===== src/hdl/htw_pkg.sv =====
//------------------------------------------------------------------------------
// htw_pkg
// Shared types and codes for the hashed timer wheel.
//------------------------------------------------------------------------------
`default_nettype none
package htw_pkg;

	// Wheel geometry. The spoke count is a power of two so that the spoke
	// position and the rotation count come from plain bit fields.
	localparam int WHEEL_SPOKES = 4096;
	localparam int TIMER_COUNT  = 64;

	localparam logic [1:0] OP_START = 2'd0;
	localparam logic [1:0] OP_STOP  = 2'd1;
	localparam logic [1:0] OP_TICK  = 2'd2;
	localparam logic [1:0] OP_NONE  = 2'd3;

	typedef struct packed {
		logic [1:0]  op;
		logic [5:0]  timer_index;
		logic [23:0] duration;
	} htw_in_t;

	typedef struct packed {
		logic        expired;
		logic [5:0]  expired_index;
		logic        last;
		logic [6:0]  running_count;
		logic [31:0] expiry_total;
	} htw_out_t;

	typedef enum logic [3:0] {
		ST_IDLE,
		ST_CLEAR,
		ST_DECODE,
		ST_UNLINK_RD,
		ST_UNLINK_WR,
		ST_APPEND_RD,
		ST_APPEND_WR,
		ST_TICK_RD,
		ST_WALK_RD,
		ST_WALK_EVAL,
		ST_EMIT,
		ST_DONE
	} htw_state_t;

	// Commands from the controller to the datapath.
	typedef struct packed {
		logic load_item;
		logic clear_step;
		logic unlink_rd;
		logic spoke_rd;
		logic unlink_wr;
		logic append_rd;
		logic append_wr;
		logic tick_rd;
		logic walk_rd;
		logic walk_eval;
		logic emit;
		logic done_emit;
	} htw_cmd_t;

	// Status from the datapath to the controller.
	typedef struct packed {
		logic clear_done;
		logic op_start;
		logic op_stop;
		logic op_tick;
		logic idx_ok;
		logic cur_active;
		logic walk_nil;
		logic walk_expire;
		logic out_busy;
	} htw_sts_t;

endpackage
`default_nettype wire


===== src/hdl/htw_ctrl.sv =====
//------------------------------------------------------------------------------
// htw_ctrl
// Sequencer for clearing, start, stop and the tick walk.
//------------------------------------------------------------------------------
`default_nettype none
module htw_ctrl import htw_pkg::*; (
	input  wire logic     clk,
	input  wire logic     arst_n,
	input  wire logic     in_valid,
	output logic          in_ready,
	input  wire htw_sts_t sts,
	output htw_cmd_t      cmd
);
	htw_state_t state_q, state_d;
	logic       append_q, append_d;	// unlink is followed by an append

	always_ff @(posedge clk or negedge arst_n) begin
		if (!arst_n) begin
			state_q  <= ST_CLEAR;
			append_q <= 1'b0;
		end else begin
			state_q  <= state_d;
			append_q <= append_d;
		end
	end

	always_comb begin
		state_d  = state_q;
		append_d = append_q;
		cmd      = '0;
		in_ready = 1'b0;
		case (state_q)
			ST_CLEAR: begin
				if (sts.clear_done) state_d = ST_IDLE;
				else cmd.clear_step = 1'b1;
			end
			ST_IDLE: begin
				in_ready = 1'b1;
				if (in_valid) begin
					cmd.load_item = 1'b1;
					state_d = ST_DECODE;
				end
			end
			ST_DECODE: begin
				if (sts.op_tick) begin
					cmd.tick_rd = 1'b1;
					state_d = ST_TICK_RD;
				end else if (sts.idx_ok && (sts.op_start || sts.op_stop)) begin
					append_d = sts.op_start;
					if (sts.cur_active) begin
						cmd.unlink_rd = 1'b1;
						state_d = ST_UNLINK_RD;
					end else if (sts.op_start) begin
						cmd.append_rd = 1'b1;
						state_d = ST_APPEND_RD;
					end else state_d = ST_DONE;
				end else state_d = ST_DONE;
			end
			ST_UNLINK_RD: begin
				// Fetch the spoke word of the timer being unlinked.
				cmd.spoke_rd = 1'b1;
				state_d = ST_UNLINK_WR;
			end
			ST_UNLINK_WR: begin
				cmd.unlink_wr = 1'b1;
				if (append_q) state_d = ST_APPEND_RD;
				else state_d = ST_DONE;
			end
			ST_APPEND_RD: begin
				cmd.append_rd = 1'b1;
				state_d = ST_APPEND_WR;
			end
			ST_APPEND_WR: begin
				cmd.append_wr = 1'b1;
				state_d = ST_DONE;
			end
			ST_TICK_RD: state_d = ST_WALK_RD;
			ST_WALK_RD: begin
				if (sts.walk_nil) state_d = ST_DONE;
				else begin
					cmd.walk_rd = 1'b1;
					state_d = ST_WALK_EVAL;
				end
			end
			ST_WALK_EVAL: begin
				if (sts.walk_expire) state_d = ST_EMIT;
				else begin
					cmd.walk_eval = 1'b1;
					state_d = ST_WALK_RD;
				end
			end
			ST_EMIT: begin
				// Unlink and report; spoke word is held from the walk read.
				if (!sts.out_busy) begin
					cmd.unlink_wr = 1'b1;
					cmd.walk_eval = 1'b1;
					cmd.emit = 1'b1;
					state_d = ST_WALK_RD;
				end
			end
			ST_DONE: begin
				if (!sts.out_busy) begin
					cmd.done_emit = 1'b1;
					state_d = ST_IDLE;
				end
			end
			default: state_d = ST_IDLE;
		endcase
	end

`ifndef NO_ASSERTIONS
	a_ready_idle: assert property (@(posedge clk) disable iff (!arst_n)
		in_ready |-> state_q == ST_IDLE) else $error("ready outside idle");
	a_one_emit: assert property (@(posedge clk) disable iff (!arst_n)
		!(cmd.emit && cmd.done_emit)) else $error("double emit");
	a_no_write_clash: assert property (@(posedge clk) disable iff (!arst_n)
		!(cmd.unlink_wr && cmd.append_wr)) else $error("write clash");
`endif
endmodule
`default_nettype wire

===== config.mk =====
export PLATFORM = sky130hd
export DESIGN_NAME = htw_ctrl
export DESIGN_NICKNAME = d
export VERILOG_FILES = /design/src/hdl/htw_pkg.sv /design/src/hdl/htw_ctrl.sv
export SDC_FILE = /design/constraint.sdc
export NUM_CORES = 1
export LEC_CHECK = 0
export BUFFER_PORTS_ARGS = -buffer_cell sky130_fd_sc_hd__buf_4
export CORE_AREA = 2 2 39 41
export CTS_CLUSTER_DIAMETER = 200
export DETAILED_ROUTE_END_ITERATION = 8
export DIE_AREA = 0 0 41 43
export PLACE_DENSITY = 0.7
export SLEW_MARGIN = 20
export SYNTH_ARGS = -nofsm -noshare
export SYNTH_HDL_FRONTEND = slang
export SYNTH_SLANG_ARGS = --single-unit

===== constraint.sdc =====
create_clock -name clk -period 1.55 [get_ports clk]
set_input_delay 0.0775 -clock clk [delete_from_list [all_inputs] [get_ports clk]]
set_output_delay 0.0775 -clock clk [all_outputs]
set_load 0.05 [all_outputs]

==> flow_summary.toml <==
[worst_setup_path]
crit_type = "register to output port"
crit_arrival_ns = 1.63
timing.critical_path.from_type = "register"
critical_path_required_ns = 1.47
worst_setup_path_end_kind = "output port"
cell_family_with_the_largest_share_of_critical_path_delay = "simple AND/OR/NAND/NOR gates"
worst-r2r-setup-slack_ns = -0.06
worst_path_max_delay_cell = "dfstp_2"
cp_max_fo = 7
crit_path_max_incr_delay_ns = 0.39
regToRegEndpoint = "state_q[1]"
number_of_buffer_and_inverter_instances_along_the_worst_setup_path = 2
rr_worst_depth = 5
critical_path.cell_chain = "buf_12 > nand2b_4 > or3_4 > a21oi_2 > buf_6"
timing.rr.start = "state_q[0]"

[run_status]
status = "complete, but fails checks"
failed_checks = "setup timing"

[drt]
vias = 793
drt_pre_antenna_iters = 4
initialDrtViolationCount = 13
antenna_violating_nets_post_route = 0
route.detailed.wl_per_inst_um = 16.8
vias_per_cell = 5.96
detail_route.wirelength_mm = 2.23
drc_errors = 0

[floorplan]
std_cell_rows = 14
die_outline_area_um2 = 1760
die_height_um = 43
core_area_um2 = 1380
die_width_um = 41
initial_core_utilization = 0.413
boundaryPins = 25

[layout]
finish.net_count = 130
drive_above_1_share = 0.641
area_growth_pct = 102
post_layout_nonfiller_instances = 133
antenna-diode-count = 0

[timing]
fmax_mhz = 587
fin_crit_sh = 1.10
hold_viol_final = 0
relSlewSlack = 0.753
fin_crit_ns = 1.70
slew_at_the_pin_with_the_worst_max_slew_slack_ns = 0.370
totalNegativeSetupSlack_ns = -0.541
final_max_slew_viol_count = 0
clock-skew-final_ns = 0.00277
final_setup_fails = 7
grt_setup_unrepaired = "yes"
layout_setup_ws_ns = -0.154

[pwr]
total_power_mw = 2.39
total_leakage_power_nw = 0.498
vdd.ir_drop.worst_mv = 1.26
power.density_nw_per_um2 = 2060

[hold_path]
hold_path.class = "input pin to register"
hold_start = "sts[7]"
min_path_cells = 2
timing.hold.worst_endpoint = "append_q"

[clock_tree]
worstSkewPairLatency_ns = 0.25
cts_root_buffer = "clkbuf_4"
cts_htree_levels = 1
cts_tree = "yes"
max-clock-path-buffers = 2
cts_inserted_buffers = 3
cts_num_sinks = 5
clk_pin_slew_worst_paths_ns = 0.05

[logic_synthesis]
synth_cell_type_count = 35
mappedNetlistNets = 86
synthTopCellsByArea = "dfrtp_1 (18%), nor2_1 (5.9%), a21oi_1 (5.3%), dfstp_2 (4.6%), nand2_1 (4.6%)"
post_synth_fa_ha_maj_area_fraction = 0
yosysWarningCount = 0
yosys.area.top_type_share = 0.175
synth-compound-area-share = 0.344
netlist.top_cell.by_area = "dfrtp_1"
xor_xnor_share_of_the_synthesized_area = 0
synth.area.mux_share = 0
synth_edf_count = 0
top_cell_types_by_occurrence_after_synthesis = "nor2_1 (9), nand2_1 (7), a21oi_1 (6)"
combinational_family_with_the_most_area_after_synthesis = "simple AND/OR/NAND/NOR gates"
syn_area_um2 = 572
synth.yosys.seq_area_share = 0.221
netlist_instances = 74
synth.ff_latch_count = 5
post_synth_and_or_nand_nor_area_fraction = 0.352
synth_most_common_cell = "nor2_1"
syn-mean-instance-area_um2 = 7.73
ys.flop_type = "dfrtp_1"
async_reset_ff_frac = 1.00

[grt]
combined_global_route_utilization_of_all_metal_layers = 0.272
via_count_of_the_first_global_routing_pass = 731
global_route.overflow_total = 0
grt_max_degree = 12
grt_pass1_wl_mm = 3.28
grt_antenna_before_repair = 0

[placement]
place.gp.congestion = 0.949
dpl.hpwl_mm = 1.32
dp.cells = 119
port_buffers = 24

[flow_run]
number_of_violations_of_the_max_capacitance_limit = 0
==> power breakdown <==
part	internal, mW	switching (mW)
clock	0.0979	0.0622
sequential	0.208	0.106
combinational	0.895	1.02
total	1.20	1.19
==> timing repair <==
action	CTS	global route
buffers inserted	5	4
pin swaps	4	11
hold buffers	1	0
endpoints found under the setup margin	8	12
cloned	0	0
endpoints found under the hold margin	5	0
resized for setup	18	24
==> sequential cells by signal (all words and copies together) (netlist names) <==
| signal | cells |
|---|---|
| append_q | 1 |
| state_q | 4 |
==> metrics by stage <==
| step | util | worst slack [ns] | cell area, µm² | hold slack, ns |
|---|---|---|---|---|
| floorplan | - | -0.412 | 616 | -0.218 |
| global placement | 0.627 | 0.0501 | 867 | -0.120 |
| detailed placement | 0.627 | 0.00852 | 867 | -0.119 |
| CTS | 0.731 | -0.127 | 1010 | 0.0904 |
| global route | 0.835 | -0.192 | 1160 | 0.111 |
| finish | 0.835 | -0.154 | 1160 | 0.0972 |
==> cell type report <==
cell class              count  area [µm²]
inverters                   3        11.3
repair buffers             44         410
fillers                    80         228
multi-input cells          61         558
flip-flops and latches      5         130
well taps                  16        20.0
clock buffers               4        26.3
==> cells in the final DEF (no fill, tap or decap), drive strengths merged, types with 2 or more instances in the layout <==
master  Yosys  routed
a21oi       6       6
o21bai      2       2
a221oi      2       2
nor3        4       4
o21a        2       2
and2        2       2
dfrtp       4       4
nor2       10      10
nor4        3       3
inv         3       3
o32ai       2       2
buf         4      43
o211a       2       2
nand2b      4       4
clkbuf      1       4
nor2b       3       3
nand2       7       7
==> layer usage <==
layer / wire (µm) / track usage / part of all wire
met3: 129 / 0.0366 / 0.058
met2: 1160 / 0.463 / 0.52
met4: 106 / 0.133 / 0.047
met1: 836 / 0.308 / 0.37
met5: 0 / 0 / 0
==> cells by family (layout without fill, tap and decap cells) <==
group           after synthesis  count (layout)
buf+inv                       8              51
simple gates                 38              38
compound gates               23              23
flops                         5               5
==> worst max path at each step <==
| stage | startpoint | endpoint | depth (start not counted) |
|---|---|---|---|
| finish | state_q[0] | cmd[6] | 5 |
| global route | state_q[0] | cmd[9] | 5 |
| CTS | state_q[0] | cmd[6] | 5 |
| detailed placement | state_q[1] | cmd[9] | 4 |
| global placement | state_q[0] | state_q[3] | 4 |
| floorplan | state_q[2] | cmd[11] | 3 |
(Power assumes the default switching activity.)
